==> config.mk <==
export PLATFORM = sky130hd
export DESIGN_NAME = elementary_ca_classifier_core_flat
export DESIGN_NICKNAME = d
export VERILOG_FILES = /design/src/rtl/eca_pkg.sv /design/src/rtl/eca_if.sv /design/src/rtl/eca_cell.sv /design/src/rtl/eca_ring.sv /design/src/rtl/eca_classify.sv /design/src/rtl/elementary_ca_classifier_core.sv /design/src/flat_wrapper.sv
export VERILOG_INCLUDE_DIRS = /design/src /design/src/rtl
export SDC_FILE = /design/constraint.sdc
export NUM_CORES = 1
export LEC_CHECK = 0
export BUFFER_PORTS_ARGS = -buffer_cell sky130_fd_sc_hd__buf_2
export CORE_ASPECT_RATIO = 0.6
export CORE_MARGIN = 3
export CORE_UTILIZATION = 37
export DETAILED_ROUTE_END_ITERATION = 10
export GPL_ROUTABILITY_DRIVEN = 0
export PLACE_DENSITY = 0.65
export SYNTH_ARGS = -nofsm -noshare
export SYNTH_HDL_FRONTEND = slang
export SYNTH_HIERARCHICAL = 1
export SYNTH_SLANG_ARGS = --single-unit
==> constraint.sdc <==
create_clock -name clk -period 5.15 [get_ports clk]
set_clock_uncertainty 0.2 [all_clocks]
set_input_delay 0.2575 -clock clk [delete_from_list [all_inputs] [get_ports clk]]
set_output_delay 0.2575 -clock clk [all_outputs]
set_load 0.1 [all_outputs]
==> src/rtl/assert_macros.svh <==
// Assertion macros shared by the RTL of the cellular automaton classifier.
// Included by the modules that carry concurrent checks; no other dependency.
`ifndef ASSERT_MACROS_SVH
`define ASSERT_MACROS_SVH

`ifndef SYNTH

// Same-cycle implication, disabled while reset is asserted.
`define ASSERT_IMPL(label, clk, rst_n, ante, cons, msg) \
  label: assert property (@(posedge clk) disable iff (!(rst_n)) (ante) |-> (cons)) \
    else $error(msg);

// Next-cycle implication, disabled while reset is asserted.
`define ASSERT_NEXT(label, clk, rst_n, ante, cons, msg) \
  label: assert property (@(posedge clk) disable iff (!(rst_n)) (ante) |=> (cons)) \
    else $error(msg);

`else

`define ASSERT_IMPL(label, clk, rst_n, ante, cons, msg)
`define ASSERT_NEXT(label, clk, rst_n, ante, cons, msg)

`endif

`endif

==> src/rtl/eca_pkg.sv <==
// Shared types and constants of the elementary cellular automaton classifier.
// No dependencies; every other RTL file but assert_macros.svh imports this package.
`default_nettype none

package eca_pkg;

  localparam int unsigned CELLS_DEF = 32;
  localparam int unsigned STEPS_DEF = 32;

  localparam int unsigned PATTERN_W = 32;
  localparam int unsigned RULE_W    = 8;
  localparam int unsigned MODE_W    = 2;

  typedef logic [MODE_W-1:0] mode_t;

  localparam mode_t MODE_XOR   = 2'd0;
  localparam mode_t MODE_CELL0 = 2'd1;
  localparam mode_t MODE_RESET = 2'd2;

  // What every cell of the ring does in a cycle.
  typedef logic [1:0] cell_op_t;

  localparam cell_op_t OP_HOLD = 2'd0;
  localparam cell_op_t OP_LOAD = 2'd1;
  localparam cell_op_t OP_GEN  = 2'd2;
  localparam cell_op_t OP_ROT  = 2'd3;

  typedef struct packed {
    cell_op_t          op;
    logic [RULE_W-1:0] rule;
  } ring_ctl_t;

endpackage

`default_nettype wire

==> src/rtl/eca_if.sv <==
// Valid/ready channel interfaces of the cellular automaton classifier.
// Depends on eca_pkg for field widths.
`default_nettype none

interface eca_in_if;
  import eca_pkg::*;
  logic                 valid;
  logic                 ready;
  logic [PATTERN_W-1:0] start_pattern;
  logic [RULE_W-1:0]    rule_code;
  logic                 first_rule;
  logic                 last_rule;

  modport source (output valid, start_pattern, rule_code, first_rule, last_rule,
                  input ready);
  modport sink   (input valid, start_pattern, rule_code, first_rule, last_rule,
                  output ready);
endinterface

interface eca_out_if;
  logic valid;
  logic ready;
  logic class_bit;

  modport source (output valid, class_bit, input ready);
  modport sink   (input valid, class_bit, output ready);
endinterface

interface eca_cfg_if;
  import eca_pkg::*;
  logic              valid;
  logic              ready;
  logic [MODE_W-1:0] data;

  modport source (output valid, data, input ready);
  modport sink   (input valid, data, output ready);
endinterface

`default_nettype wire

==> src/rtl/eca_cell.sv <==
// One cell of the automaton ring: a single state bit with its update rule.
// Depends on eca_pkg for the ring control struct.
`default_nettype none

module eca_cell (
  input  wire logic              clk,
  input  wire logic              rst_n,
  input  wire eca_pkg::ring_ctl_t ctl,
  input  wire logic              load_bit,
  input  wire logic              left,
  input  wire logic              right,
  output logic                   q
);
  import eca_pkg::*;

  logic q_r;
  logic q_nxt;

  always_comb begin
    case (ctl.op)
      OP_LOAD: q_nxt = load_bit;
      OP_GEN:  q_nxt = ctl.rule[{left, q_r, right}];
      // Rotation hands each value one place toward cell zero.
      OP_ROT:  q_nxt = right;
      default: q_nxt = q_r;
    endcase
  end

  always_ff @(posedge clk) begin
    if (!rst_n) begin
      q_r <= 1'b0;
    end else begin
      q_r <= q_nxt;
    end
  end

  assign q = q_r;

endmodule

`default_nettype wire

==> src/rtl/eca_ring.sv <==
// Ring of CELLS automaton cells with wraparound neighbor wiring.
// Depends on eca_pkg and eca_cell.
`default_nettype none

module eca_ring #(
  parameter int unsigned CELLS = eca_pkg::CELLS_DEF
) (
  input  wire logic                          clk,
  input  wire logic                          rst_n,
  input  wire eca_pkg::ring_ctl_t            ctl,
  input  wire logic [eca_pkg::PATTERN_W-1:0] pattern,
  output logic                               cell0
);
  import eca_pkg::*;

  logic [CELLS-1:0] row;

  for (genvar j = 0; j < CELLS; j++) begin : g_cell
    logic load_bit;

    // Cells beyond the pattern width load as zero.
    if (j < PATTERN_W) begin : g_pat
      assign load_bit = pattern[j];
    end else begin : g_zero
      assign load_bit = 1'b0;
    end

    eca_cell u_cell (
      .clk      (clk),
      .rst_n    (rst_n),
      .ctl      (ctl),
      .load_bit (load_bit),
      .left     (row[(j + CELLS - 1) % CELLS]),
      .right    (row[(j + 1) % CELLS]),
      .q        (row[j])
    );
  end

  assign cell0 = row[0];

endmodule

`default_nettype wire

==> src/rtl/eca_classify.sv <==
// Serial classifier: counts the ones that rotate past cell zero during a scan.
// Depends on eca_pkg for the mode codes.
`default_nettype none

module eca_classify #(
  parameter int unsigned CELLS = eca_pkg::CELLS_DEF
) (
  input  wire logic           clk,
  input  wire logic           step,
  input  wire logic           first,
  input  wire logic           cell_bit,
  input  wire eca_pkg::mode_t mode,
  output logic                class_bit
);
  import eca_pkg::*;

  localparam int unsigned ONES_W = $clog2(CELLS + 1);

  logic [ONES_W-1:0] ones_r;
  logic [ONES_W-1:0] ones_nxt;
  logic              cell0_r;
  logic              cell0_now;
  logic              majority;

  // The first bit of a scan is the original cell zero.
  assign ones_nxt  = first ? ONES_W'(cell_bit) : ONES_W'(ones_r + ONES_W'(cell_bit));
  assign cell0_now = first ? cell_bit : cell0_r;
  assign majority  = {ones_nxt, 1'b0} > (ONES_W + 1)'(CELLS);

  always_ff @(posedge clk) begin
    if (step) begin
      ones_r <= ones_nxt;
      if (first) begin
        cell0_r <= cell_bit;
      end
    end
  end

  always_comb begin
    case (mode)
      MODE_XOR:   class_bit = ones_nxt[0];
      MODE_CELL0: class_bit = cell0_now;
      default:    class_bit = majority;
    endcase
  end

endmodule

`default_nettype wire

==> src/rtl/elementary_ca_classifier_core.sv <==
// Elementary cellular automaton classifier, top level.
// Each rule beat runs STEPS-1 generations of the ring; a first-rule beat first loads the
// start pattern. A last-rule beat adds a scan of CELLS rotation steps that moves the row past
// cell zero; its result and readiness for the next beat follow in the cycle after the last
// scan step, which stalls while an earlier result still waits at the output.
// Synchronous active-low reset clears the row, selects majority mode and empties the output.
`default_nettype none

module elementary_ca_classifier_core #(
  parameter int unsigned CELLS = eca_pkg::CELLS_DEF,
  parameter int unsigned STEPS = eca_pkg::STEPS_DEF
) (
  input  wire logic  clk,
  input  wire logic  rst_n,
  eca_in_if.sink     in_ch,
  eca_out_if.source  out_ch,
  eca_cfg_if.sink    cfg_ch
);
  import eca_pkg::*;
  `include "assert_macros.svh"

  localparam int unsigned GEN_W  = (STEPS > 2) ? $clog2(STEPS - 1) : 1;
  localparam int unsigned SCAN_W = $clog2(CELLS);
  localparam logic [GEN_W-1:0]  GEN_LAST  = GEN_W'(STEPS - 2);
  localparam logic [SCAN_W-1:0] SCAN_LAST = SCAN_W'(CELLS - 1);

  localparam logic [1:0] ST_IDLE = 2'd0;
  localparam logic [1:0] ST_RUN  = 2'd1;
  localparam logic [1:0] ST_SCAN = 2'd2;

  logic [1:0]        state_r, state_nxt;
  logic [GEN_W-1:0]  gen_cnt_r, gen_cnt_nxt;
  logic [SCAN_W-1:0] scan_cnt_r, scan_cnt_nxt;
  logic [RULE_W-1:0] rule_r;
  logic              last_r;
  mode_t             mode_r;
  logic              out_valid_r, out_valid_nxt;
  logic              class_r;

  logic      in_fire;
  logic      scan_go;
  logic      scan_done;
  logic      cell0;
  logic      class_now;
  ring_ctl_t ctl;

  assign in_ch.ready  = (state_r == ST_IDLE);
  assign in_fire      = in_ch.valid && in_ch.ready;
  assign cfg_ch.ready = 1'b1;

  // The final scan step waits while an earlier result still occupies the output.
  assign scan_go   = (state_r == ST_SCAN)
                     && ((scan_cnt_r != SCAN_LAST) || !out_valid_r || out_ch.ready);
  assign scan_done = scan_go && (scan_cnt_r == SCAN_LAST);

  always_comb begin
    ctl.rule = rule_r;
    ctl.op   = OP_HOLD;
    case (state_r)
      ST_IDLE: begin
        ctl.rule = in_ch.rule_code;
        if (in_fire && in_ch.first_rule) begin
          ctl.op = OP_LOAD;
        end
      end
      ST_RUN:  ctl.op = OP_GEN;
      ST_SCAN: ctl.op = scan_go ? OP_ROT : OP_HOLD;
      default: ctl.op = OP_HOLD;
    endcase
  end

  always_comb begin
    state_nxt    = state_r;
    gen_cnt_nxt  = gen_cnt_r;
    scan_cnt_nxt = scan_cnt_r;
    case (state_r)
      ST_IDLE: begin
        if (in_fire) begin
          state_nxt   = ST_RUN;
          gen_cnt_nxt = '0;
        end
      end
      ST_RUN: begin
        if (gen_cnt_r == GEN_LAST) begin
          state_nxt    = last_r ? ST_SCAN : ST_IDLE;
          scan_cnt_nxt = '0;
        end else begin
          gen_cnt_nxt = gen_cnt_r + 1'b1;
        end
      end
      ST_SCAN: begin
        if (scan_done) begin
          state_nxt = ST_IDLE;
        end else if (scan_go) begin
          scan_cnt_nxt = scan_cnt_r + 1'b1;
        end
      end
      default: state_nxt = ST_IDLE;
    endcase
  end

  always_comb begin
    if (scan_done) begin
      out_valid_nxt = 1'b1;
    end else if (out_ch.ready) begin
      out_valid_nxt = 1'b0;
    end else begin
      out_valid_nxt = out_valid_r;
    end
  end

  always_ff @(posedge clk) begin
    if (!rst_n) begin
      state_r     <= ST_IDLE;
      out_valid_r <= 1'b0;
      mode_r      <= MODE_RESET;
    end else begin
      state_r     <= state_nxt;
      out_valid_r <= out_valid_nxt;
      if (cfg_ch.valid) begin
        mode_r <= cfg_ch.data;
      end
    end
  end

  always_ff @(posedge clk) begin
    gen_cnt_r  <= gen_cnt_nxt;
    scan_cnt_r <= scan_cnt_nxt;
    if (in_fire) begin
      rule_r <= in_ch.rule_code;
      last_r <= in_ch.last_rule;
    end
    if (scan_done) begin
      class_r <= class_now;
    end
  end

  eca_ring #(
    .CELLS (CELLS)
  ) u_ring (
    .clk     (clk),
    .rst_n   (rst_n),
    .ctl     (ctl),
    .pattern (in_ch.start_pattern),
    .cell0   (cell0)
  );

  eca_classify #(
    .CELLS (CELLS)
  ) u_classify (
    .clk       (clk),
    .step      (scan_go),
    .first     (scan_cnt_r == '0),
    .cell_bit  (cell0),
    .mode      (mode_r),
    .class_bit (class_now)
  );

  assign out_ch.valid     = out_valid_r;
  assign out_ch.class_bit = class_r;

  `ASSERT_NEXT(a_accept_runs, clk, rst_n, in_fire, state_r == ST_RUN,
               "accepted beat did not start the generation run")
  `ASSERT_IMPL(a_gen_range, clk, rst_n, state_r == ST_RUN, gen_cnt_r <= GEN_LAST,
               "generation counter out of range")
  `ASSERT_IMPL(a_scan_range, clk, rst_n, state_r == ST_SCAN, scan_cnt_r <= SCAN_LAST,
               "scan counter out of range")
  `ASSERT_NEXT(a_scan_result, clk, rst_n, scan_done, out_valid_r && (state_r == ST_IDLE),
               "finished scan did not present a result")

endmodule

`default_nettype wire
==> src/flat_wrapper.sv <==
// flat-port wrapper written by rule: the top's interface ports become plain ports
module elementary_ca_classifier_core_flat import eca_pkg::*;
#(
  parameter int unsigned CELLS = eca_pkg::CELLS_DEF,
  parameter int unsigned STEPS = eca_pkg::STEPS_DEF
)
  (clk, rst_n, in_ch_valid, in_ch_start_pattern, in_ch_rule_code, in_ch_first_rule, in_ch_last_rule, in_ch_ready, out_ch_valid, out_ch_class_bit, out_ch_ready, cfg_ch_valid, cfg_ch_data, cfg_ch_ready);
  eca_in_if in_ch_i ();
  eca_out_if out_ch_i ();
  eca_cfg_if cfg_ch_i ();
  input  wire logic clk;
  input  wire logic rst_n;
  input wire logic [$bits(in_ch_i.valid)-1:0] in_ch_valid;
  input wire logic [$bits(in_ch_i.start_pattern)-1:0] in_ch_start_pattern;
  input wire logic [$bits(in_ch_i.rule_code)-1:0] in_ch_rule_code;
  input wire logic [$bits(in_ch_i.first_rule)-1:0] in_ch_first_rule;
  input wire logic [$bits(in_ch_i.last_rule)-1:0] in_ch_last_rule;
  output wire logic [$bits(in_ch_i.ready)-1:0] in_ch_ready;
  output wire logic [$bits(out_ch_i.valid)-1:0] out_ch_valid;
  output wire logic [$bits(out_ch_i.class_bit)-1:0] out_ch_class_bit;
  input wire logic [$bits(out_ch_i.ready)-1:0] out_ch_ready;
  input wire logic [$bits(cfg_ch_i.valid)-1:0] cfg_ch_valid;
  input wire logic [$bits(cfg_ch_i.data)-1:0] cfg_ch_data;
  output wire logic [$bits(cfg_ch_i.ready)-1:0] cfg_ch_ready;
  assign in_ch_i.valid = in_ch_valid;
  assign in_ch_i.start_pattern = in_ch_start_pattern;
  assign in_ch_i.rule_code = in_ch_rule_code;
  assign in_ch_i.first_rule = in_ch_first_rule;
  assign in_ch_i.last_rule = in_ch_last_rule;
  assign in_ch_ready = in_ch_i.ready;
  assign out_ch_valid = out_ch_i.valid;
  assign out_ch_class_bit = out_ch_i.class_bit;
  assign out_ch_i.ready = out_ch_ready;
  assign cfg_ch_i.valid = cfg_ch_valid;
  assign cfg_ch_i.data = cfg_ch_data;
  assign cfg_ch_ready = cfg_ch_i.ready;
  elementary_ca_classifier_core #(.CELLS(CELLS), .STEPS(STEPS)) u_core (.clk(clk), .rst_n(rst_n), .in_ch(in_ch_i), .out_ch(out_ch_i), .cfg_ch(cfg_ch_i));
endmodule
==> results of run 1 <==
[synthesized netlist by cell type, types with 2 or more instances]
| cell | n | area, um^2 |
|---|---|---|
| xnor2_1 | 3 | 26.3 |
| inv_1 | 9 | 33.8 |
| o221ai_1 | 32 | 280 |
| mux2_2 | 9 | 101 |
| o21ai_0 | 2 | 10.0 |
| and4_1 | 32 | 280 |
| nor2_1 | 45 | 169 |
| mux2i_1 | 68 | 681 |
| nor2b_1 | 4 | 25.0 |
| ha_1 | 8 | 100 |
| mux4_2 | 32 | 721 |
| nand2_1 | 69 | 259 |
| and3_1 | 2 | 12.5 |
| or3_1 | 34 | 213 |
| edfxtp_1 | 27 | 811 |
| buf_4 | 2 | 15.0 |
| xor2_1 | 5 | 43.8 |
| nand2b_1 | 36 | 225 |
| nand3_1 | 36 | 180 |
| dfxtp_1 | 37 | 741 |
| and2_1 | 2 | 12.5 |
| a21oi_1 | 3 | 15.0 |
| nand2b_2 | 32 | 280 |
[worst max-delay path: cells and delay by family (launching register included)]
family                     cells  cell delay (ps)
and+or+nand+nor                5             1540
AOI/OAI and AO/OA              1              690
adders and majority gates      2              500
DFF                            1              440
buffers and inverters          1              360
[sequential cells by signal, summed over array words and instances, names as in the netlist]
signal,cells
u_core/out_ch.valid,1
u_core/last_r,1
u_core/state_r,2
u_core/mode_r,2
u_core/u_ring/g_cell.u_cell/q,32
u_core/u_classify/ones_r,6
u_core/scan_cnt_r,5
u_core/u_classify/cell0_r,1
u_core/gen_cnt_r,5
u_core/rule_r,8
u_core/out_ch.class_bit,1
[power by group through the flow]
stage / combinational [uW] / clock, uW / sequential [uW]
CTS: 653 / 695 / 725
global route: 714 / 720 / 743
global placement: 612 / 0 / 726
finish: 657 / 682 / 727
detailed placement: 642 / 0 / 736
floorplan: 511 / 0 / 699
[area by class of cell]
class | instances | area share, %
Clock buffer | 9 | 3.55
Clock inverter | 7 | 1.62
Inverter | 9 | 0.533
Multi-Input combinational cell | 467 | 59.4
Sequential cell | 64 | 24.5
Tap cell | 192 | 3.79
Timing Repair Buffer | 67 | 6.60
[kinds of logic (layout without fill, tap and decap cells)]
group / Yosys count / count (layout) / share of synthesized area [%]
AOI/OAI and AO/OA: 45 / 45 / 7.31
other: 1 / 1 / 0.0697
and+or+nand+nor: 296 / 296 / 31.5
xor gates and xnor gates: 8 / 8 / 1.30
muxes: 109 / 109 / 27.9
buffers and inverters: 13 / 92 / 1.21
DFF: 64 / 64 / 28.9
adders and majority gates: 8 / 8 / 1.86
[routing by layer]
layer,share of wire [%],vias to the layer above,global-route usage (%)
met5,0,-,0
met4,1.1,0,4.98
met3,6.0,14,3.75
met2,46,178,30.1
met1,46,2405,26.9
li1,-,2263,-
[worst min-delay path by stage]
stage	from	end	slack (ps)	depth (start not counted)
6_report	cfg_ch_valid	u_core/mode_r[0]	30	3
5_1_grt	cfg_ch_valid	u_core/mode_r[0]	40	3
4_1_cts	cfg_ch_valid	u_core/mode_r[0]	20	3
3_5_place_dp	in_ch_last_rule	u_core/last_r	240	1
3_3_place_gp	in_ch_last_rule	u_core/last_r	240	1
2_1_floorplan	rst_n	u_core/mode_r[1]	120	1
[stage by stage]
step           cell area (um^2)  total power [uW]  cells  setup WS [ps]  hold slack, ps
5_1_grt                    6340              2180    815           1010            42.5
4_1_cts                    6340              2070    815           1260            20.9
3_3_place_gp               5890              1340    787           1480             238
3_5_place_dp               5890              1380    787           1310             239
6_report                   6340              2070    815           1240            33.0
2_1_floorplan              5380              1210    544            384             119
==> run_results.csv, run 1 <==
group,metric,value,unit
placed_design,hpwl,9160,um
setup_path,r2r_slack,1240,ps
cells_and_area,multiInputGateArea,3760,um^2
sta,period_share,75.8,%
setup_path,crit_required,5170,ps
global_routing,antenna_found_initial,0,
detailed_routing,first_iter_violations,366,
cells_and_area,diodes,0,
floorplan,fp.dieArea,16100,um^2
setup_path,cp.arrival,3930,ps
setup_path,rr_worst_depth,9,
global_routing,grt_max_degree,70,
detailed_routing,first_pass_iters,5,
detailed_routing,viasPerCell,5.96,
power,internal-power,1370,uW
cts,clkSinkCount,64,
cells_and_area,final_cell_mix,"69 x nand2_1, 68 x mux2i_1, 51 x buf_2",
setup_path,crit_end,"u_core/u_ring/g_cell[30].u_cell/q",
power,p_per_area,326,nW/um^2
cts,cts_resized,0,
setup_path,critPathKind,"flip-flop to flip-flop",
power,clkPwrFrac,33.0,%
floorplan,ios,53,
cells_and_area,seqCellArea,1550,um^2
synthesis,synth_cell_types,38,
cells_and_area,layout_commonest_cell,"nand2_1",
global_routing,grt_pass1_wl,24900,um
synthesis,syn-cell-area,5380,um^2
synthesis,yosysSeqAreaShare,28.9,%
synthesis,synth_edf_count,27,
setup_path,r2r_start,"u_core/scan_cnt_r[0]",
cells_and_area,area.growth.synth_to_final,17.8,%
floorplan,core_region_area,13900,um^2
detailed_routing,wl_per_cell,18.5,um
cts,clk_pin_slew_worst_paths,60,ps
synthesis,ys.flop_type,"dfxtp_1",
sta,fmax,0.256,GHz
sta,fin_tns_setup,0,ps
synthesis,avgSynthCellArea,9.89,um^2
cts,clk_latency,330,ps
synthesis,ys_seq_elements,64,
global_routing,grt_pass1_vias,4826,
power,p_seq_share,35.2,%
worst_hold_path,min_path_type,"primary input to flip-flop",
power,combinationalPowerShare,31.8,%
synthesis,synth_nets,601,
cells_and_area,fillers,1307,
sta,relSlewSlack,42.4,%
cts,numCtsBuffers,9,
synthesis,ys_warn_count,6,
cts,cts_setup_buffers,0,
setup_path,startpoint,"u_core/scan_cnt_r[0]",
floorplan,dieHeight,99.4,um
global_routing,overflow,0,
sta,min_period,3910,ps
sta,final_hold_viol_count,0,
detailed_routing,num_vias,4860,
sta,slew_violations,0,
cts,htreeDepth,3,
cts,cts_buffer_depth,2,
floorplan,num_rows,33,
global_routing,track_usage,19.0,%
cts,cts_tree,"done",
setup_path,cpMostUsedCell,"ha_1",
setup_path,rr_endpoint,"u_core/u_ring/g_cell[30].u_cell/q",
synthesis,async_reset_ff_share,0,%
power,switchingPower,700,uW
floorplan,die_w,162,um
cts,root_buffer,"clkbuf_16",
detailed_routing,drt-total-wl,15100,um
setup_path,critPathMaxFanout,69,
setup_path,end_kind,"flip-flop",
cells_and_area,fin_nets,675,
cts,ctsHoldBuffers,12,
synthesis,netlist_instances,544,
placed_design,portBuffers,51,
cells_and_area,drive_above_1_share,24.2,%
power,p_leak,0.00217,uW
detailed_routing,drc,0,
power,switching_share,33.9,%
setup_path,cpPeakStageDelay,710,ps
sta,rsz0062_at_grt,"no",
sta,worstMarginPinSlew,865,ps
flow_run,max_cap_violations,0,
status,outcome,"complete, no violations",
power,ir_worst_vdd,209,uV
detailed_routing,postRouteAntennaNets,0,
floorplan,initial_core_util,38.6,%
setup_path,crit_path_start_kind,"flip-flop",
cells_and_area,final_core_util,45.5,%
setup_path,crit_slowest_cell,"or2b_4",
setup_path,cp_cell_sequence,"ha_1, and3_1, ha_1, a21oi_1, or2b_4, buf_12, nand2_1, or3_1, and4_1",
sta,setup_violations,0,
No activity file was read; power rests on OpenSTA's default activity.
==> inputs of run 2 (changes only) <==
PLACE_DENSITY = 0.63   (was 0.65)
clock period = 4 ns   (was 5.15 ns; I/O delays follow)
==> run 2 against run 1 <==
Sequential power up 28%. Worst setup slack worse by 350 ps. Sequential share of layout area down 0.16 points. Via count down 2.3%. Maximum frequency up 26%. Total power up 29%. Global-route usage down 0.51 points. Clock-buffer cell count unchanged. Utilization up 0.30 points. Final area up 0.65%. Critical path depth up 2. Flip-flop and latch count unchanged. Largest power group unchanged.
==> run_results.csv, run 2 (synthesized netlist as in run 1, its figures left out) <==
group,metric,value,unit
cts,cts_resized,0,
setup_path,r2r_start,"u_core/scan_cnt_r[0]",
placed_design,portBuffers,51,
setup_path,cpPeakStageDelay,490,ps
floorplan,ios,53,
setup_path,critical_path_buf_inv_count,3,
placed_design,dpl_cell_area,5910,um^2
setup_path,crit_path_start_kind,"flip-flop",
sta,layout_setup_ws,894,ps
setup_path,rr_worst_depth,11,
setup_path,critPathKind,"flip-flop to flip-flop",
setup_path,cp.arrival,3190,ps
detailed_routing,wl_per_cell,17.8,um
detailed_routing,viasPerCell,5.80,
cts,clk_latency,340,ps
setup_path,crit_required,4080,ps
setup_path,cp_cell_sequence,"ha_1, and3_1, ha_1, a21oi_1, buf_4, a31o_2, buf_12, buf_4, nor2_1, o221ai_1, and4_1",
global_routing,overflow,0,
sta,slew_violations,0,
global_routing,antenna_found_initial,0,
floorplan,dieHeight,99.4,um
sta,worstMarginPinSlew,819,ps
power,p_per_area,417,nW/um^2
setup_path,critPathMaxFanout,64,
floorplan,fp.dieArea,16100,um^2
global_routing,grt_pass1_vias,4742,
cts,numCtsBuffers,9,
cells_and_area,final_cell_mix,"69 x nand2_1, 68 x mux2i_1, 51 x buf_2",
setup_path,crit_slowest_cell,"a31o_2",
sta,fin_tns_setup,0,ps
cts,htreeDepth,3,
cts,root_buffer,"clkbuf_16",
sta,whs,20.0,ps
sta,final_hold_viol_count,0,
global_routing,global_route.usage.met1,26.6,%
setup_path,critPathTopFamily,"compound AO/OA/AOI/OAI gates",
worst_hold_path,holdCritStartpoint,"out_ch_ready",
floorplan,initial_core_util,38.6,%
detailed_routing,drt-total-wl,14600,um
global_routing,grt_pass1_wl,24400,um
cts,cts_buffer_depth,2,
global_routing,track_usage,18.5,%
detailed_routing,postRouteAntennaNets,0,
sta,relSlewSlack,45.2,%
cells_and_area,fillers,1322,
worst_hold_path,hold_path_depth,4,
worst_hold_path,min_path_type,"primary input to flip-flop",
cells_and_area,largest_reg_flops,32,
placed_design,hpwl,8770,um
setup_path,end_kind,"flip-flop",
floorplan,core_region_area,13900,um^2
sta,fmax,0.322,GHz
cts,clk_pin_slew_worst_paths,60,ps
cells_and_area,layout_commonest_cell,"nand2_1",
global_routing,grtUsageMet2,29.0,%
setup_path,crit_cells,11,
global_routing,grt.met3_usage,3.45,%
cells_and_area,fin_nets,678,
setup_path,r2r_slack,890,ps
cells_and_area,final_core_util,45.8,%
status,outcome,"complete, no violations",
sta,setup_violations,0,
power,p_leak,0.00219,uW
floorplan,num_rows,33,
worst_hold_path,min_to,"u_core/out_ch.valid",
sta,min_period,3110,ps
cells_and_area,drive_above_1_share,24.3,%
global_routing,gr-max-usage-layer,"met2",
global_routing,grt_max_degree,129,
detailed_routing,num_vias,4746,
detailed_routing,drc,0,
placed_design,post-place-ws,925,ps
cells_and_area,area.growth.synth_to_final,18.6,%
flow_run,max_cap_violations,0,
setup_path,rr_endpoint,"u_core/u_ring/g_cell[26].u_cell/q",
detailed_routing,first_iter_violations,431,
cells_and_area,final_area,6380,um^2
floorplan,die_w,162,um
detailed_routing,first_pass_iters,6,
sta,period_share,77.6,%
power,ir_worst_vdd,245,uV
sta,rsz0062_at_grt,"no",
cells_and_area,diodes,0,
cts,cts_tree,"done",
cts,clkSinkCount,64,
## run 2: through the flow
step / power, uW / instances
5_1_grt: 2800 / 818
6_report: 2660 / 818
3_5_place_dp: 1770 / 788
4_1_cts: 2680 / 818
2_1_floorplan: 1550 / 544
3_3_place_gp: 1730 / 788
## run 2: per-layer routing
| layer | wire length [um] | up-vias |
|---|---|---|
| met5 | 0 | - |
| met4 | 109 | 0 |
| met3 | 845 | 8 |
| met2 | 6700 | 140 |
| met1 | 6900 | 2330 |
| li1 | - | 2268 |
## run 2: final cells by class
class	count	area, um^2	area share (%)
tap	192	240	3.77
inverter	9	33.8	0.530
sequential	64	1550	24.3
clock inverter	7	104	1.63
multi-input combinational	467	3760	59.0
timing repair buffer	70	458	7.18
clock buffer	9	225	3.53
## run 2: worst register-to-register path, stage by stage (launching register included)
cell	delay (ps)
edfxtp_1	430
ha_1	250
and3_1	200
ha_1	230
a21oi_1	150
buf_4	210
a31o_2	490
buf_12	340
buf_4	210
nor2_1	50
o221ai_1	90
and4_1	200
## run 2: how the worst max path moves through the flow
| stage | end | slack, ps | startpoint |
|---|---|---|---|
| CTS | u_core/u_ring/g_cell[22].u_cell/q | 910 | u_core/state_r[1] |
| global placement | u_core/u_ring/g_cell[28].u_cell/q | 1010 | u_core/state_r[1] |
| global route | u_core/u_ring/g_cell[28].u_cell/q | 660 | u_core/scan_cnt_r[0] |
| finish | u_core/u_ring/g_cell[26].u_cell/q | 890 | u_core/scan_cnt_r[0] |
| floorplan | u_core/u_ring/g_cell[0].u_cell/q | 220 | u_core/scan_cnt_r[0] |
| detailed placement | u_core/u_ring/g_cell[22].u_cell/q | 930 | u_core/state_r[1] |
## run 2: what timing repair did
| action | 4_1_cts | 5_1_grt |
|---|---|---|
| setup buffers | 0 | 0 |
| setup endpoints to repair | 0 | 0 |
| hold buffers | 14 | 0 |
| endpoints found under the hold margin | 12 | 0 |
## run 2: power breakdown
part	leakage [uW]	total (uW)	internal (uW)	switching [uW]
Clock	0.000161	882	553	329
Sequential	0.000564	934	763	171
Combinational	0.00146	841	448	394
Total	0.00219	2660	1760	894
==> inputs of run 3 (changes only) <==
ABC_AREA = 1   (was default)
PLACE_DENSITY = 0.65   (was 0.63)
clock period = 2.7 ns   (was 4 ns; I/O delays follow)
==> run 3 against run 2 <==
Via count rose by 43%. Worst setup slack lost 570 ps. Die area up 11%. Hold slack improved by 3.1 ps. Final area increased by 17%. Synthesized cell count increased by 98%. Synthesized area increased by 11%. Clock-buffer cell count unchanged. Clock power is 38% higher. Critical path depth decreased by 2. First-iteration DRC count grew 59%. Utilization rose by 2.1 points.
==> run_results.csv, run 3 <==
group,metric,value,unit
status,outcome,"complete, no violations",
power,p_seq_share,28.4,%
power,power.total,5840,uW
cells_and_area,drive_above_1_share,13.0,%
synthesis,synth_top_family_by_area,"simple AND/OR/NAND/NOR gates",
detailed_routing,postRouteAntennaNets,0,
cts,cts_buffer_depth,2,
global_routing,grt_pass1_wl,29800,um
synthesis,synth.area.mux_share,0,%
sta,rsz0062_at_grt,"no",
floorplan,ios,53,
cells_and_area,final_cell_mix,"504 x nand2_1, 174 x nand3_1, 150 x inv_1",
setup_path,cpPeakStageDelay,420,ps
sta,slew_violations,0,
sta,whs,23.1,ps
sta,layout_setup_ws,321,ps
detailed_routing,drc,0,
floorplan,die_w,170,um
cells_and_area,fin_nets,1256,
detailed_routing,first_iter_violations,686,
synthesis,avgSynthCellArea,5.56,um^2
cells_and_area,largest_reg_flops,32,
synthesis,yosysSeqAreaShare,25.9,%
synthesis,synth.most_common_cell,"nand2_1",
detailed_routing,drt-total-wl,17500,um
global_routing,antenna_found_initial,0,
synthesis,ys.flop_type,"dfxtp_1",
cts,cts_setup_buffers,0,
power,p_per_area,781,nW/um^2
synthesis,synth_edf_count,27,
cts,cts_resized,0,
cts,clk_pin_slew_worst_paths,60,ps
power,combinationalPowerShare,50.6,%
setup_path,cp.arrival,2200,ps
floorplan,initial_core_util,38.4,%
placed_design,post-place-ws,315,ps
global_routing,overflow,0,
synthesis,synthTopCellsByCount,"505 x nand2_1, 174 x nand3_1, 150 x inv_1, 52 x nor2_1, 37 x dfxtp_1",
synthesis,synth_top_area_share,31.6,%
cts,numCtsBuffers,9,
setup_path,crit_path_start_kind,"flip-flop",
synthesis,netlist_instances,1077,
global_routing,grt_pass1_vias,6114,
setup_path,critPathTopFamily,"simple AND/OR/NAND/NOR gates",
setup_path,cp_cell_sequence,"ha_1, nand2_1, nor2_1, ha_1, nand3_1, nand2_1, nand2_2, buf_12, and3_1",
setup_path,crit_slowest_cell,"edfxtp_1",
global_routing,track_usage,19.9,%
synthesis,ys_seq_elements,64,
sta,final_hold_viol_count,0,
power,ir_worst_vdd,446,uV
sta,min_period,2380,ps
synthesis,synthAdderAreaFrac,1.67,%
power,switchingPower,2800,uW
synthesis,synth_top_area_cell,"nand2_1",
worst_hold_path,min_path_type,"primary input to flip-flop",
global_routing,grt_max_degree,65,
synthesis,syn-cell-area,5990,um^2
cts,ctsHoldBuffers,48,
detailed_routing,wl_per_cell,12.4,um
sta,fin_tns_setup,0,ps
synthesis,async_reset_ff_share,0,%
floorplan,dieHeight,105,um
placed_design,portBuffers,51,
placed_design,dpl_cell_area,6690,um^2
detailed_routing,first_pass_iters,5,
cts,htreeDepth,3,
floorplan,num_rows,35,
synthesis,synth-compound-area-share,9.61,%
setup_path,end_kind,"flip-flop",
cells_and_area,area.growth.synth_to_final,24.8,%
cts,root_buffer,"clkbuf_16",
synthesis,ys_warn_count,6,
power,internal-power,3040,uW
sta,period_share,88.1,%
power,switching_share,48.0,%
synthesis,synth_cell_types,23,
sta,setup_violations,0,
cells_and_area,fillers,1621,
floorplan,fp.dieArea,17800,um^2
synthesis,ys_top_cells_by_area,"nand2_1 32%, nand3_1 15%, edfxtp_1 14%",
sta,worstMarginPinSlew,886,ps
detailed_routing,num_vias,6764,
floorplan,core_region_area,15600,um^2
cells_and_area,diodes,0,
detailed_routing,viasPerCell,4.81,
synthesis,synth_nets,1134,
cts,clk_latency,340,ps
flow_run,max_cap_violations,0,
sta,fmax,0.420,GHz
cts,clkSinkCount,64,
cells_and_area,layout_commonest_cell,"nand2_1",
power,clkPwrFrac,20.9,%
power,p_leak,0.00367,uW
setup_path,critPathKind,"flip-flop to flip-flop",
sta,relSlewSlack,40.9,%
placed_design,hpwl,10800,um
cells_and_area,final_area,7480,um^2
setup_path,critPathMaxFanout,37,
synthesis,synth-xor-area-share,0.439,%
cts,cts_tree,"done",
setup_path,crit_required,2520,ps
synthesis,synth-simple-area-share,50.4,%
setup_path,critical_path_buf_inv_count,1,
run 3: cells by family (layout without fill, tap and decap cells):
| group | after synthesis | after routing |
|---|---|---|
| XOR/XNOR | 3 | 3 |
| AND/OR/NAND/NOR | 740 | 740 |
| adder cells (fa/ha/maj) | 8 | 8 |
| other | 1 | 1 |
| flip-flops | 64 | 64 |
| buffers and inverters | 188 | 315 |
| AO/OA/AOI/OAI | 73 | 73 |
run 3: worst register-to-register path, cell delays in order, from the launching register on:
cell	delay, ps
edfxtp_1	420
ha_1	240
nand2_1	90
nor2_1	50
ha_1	200
nand3_1	100
nand2_1	110
nand2_2	140
buf_12	210
and3_1	310
run 3: area by class of cell:
cell class / count / area (um^2) / share of cell area [%]
Sequential cell: 64 / 1550 / 20.8
Timing Repair Buffer: 113 / 941 / 12.6
Clock inverter: 7 / 77.6 / 1.04
Clock buffer: 9 / 225 / 3.01
Inverter: 186 / 698 / 9.34
Multi-Input combinational cell: 825 / 3730 / 49.9
Tap cell: 203 / 254 / 3.40
run 3: final timing paths:
kind / start / endpoint / slack, ps / depth (start not counted)
setup reg to reg: u_core/scan_cnt_r[0] / u_core/scan_cnt_r[4] / 320 / 9
hold reg to reg: u_core/out_ch.valid / u_core/out_ch.valid / 340 / 2
hold / removal: in_ch_start_pattern[28] / u_core/u_ring/g_cell[28].u_cell/q / 20 / 5
setup / recovery: u_core/scan_cnt_r[0] / u_core/scan_cnt_r[4] / 320 / 9
run 3: metrics by stage:
stage          std cells  utilization, %
2_1_floorplan       1077               -
3_3_place_gp        1343            42.9
3_5_place_dp        1343            42.9
4_1_cts             1407            48.0
5_1_grt             1407            48.0
6_report            1407            48.0
run 3: power by group through the flow:
| stage | clock, uW | sequential, uW | combinational, uW |
|---|---|---|---|
| after floorplan | 0 | 1550 | 2170 |
| after global placement | 0 | 1660 | 2860 |
| after detailed placement | 0 | 1660 | 2890 |
| after CTS | 1250 | 1640 | 2960 |
| after global routing | 1310 | 1700 | 3410 |
| final | 1220 | 1660 | 2960 |
run 3: layer usage:
layer  vias to the layer above  track usage (%)  share of wire [%]
met5                         -                0                  0
met4                         0             3.88               0.88
met3                        16             3.21                5.3
met2                       179             28.9                 42
met1                      2947             30.7                 52
li1                       3622                -                  -
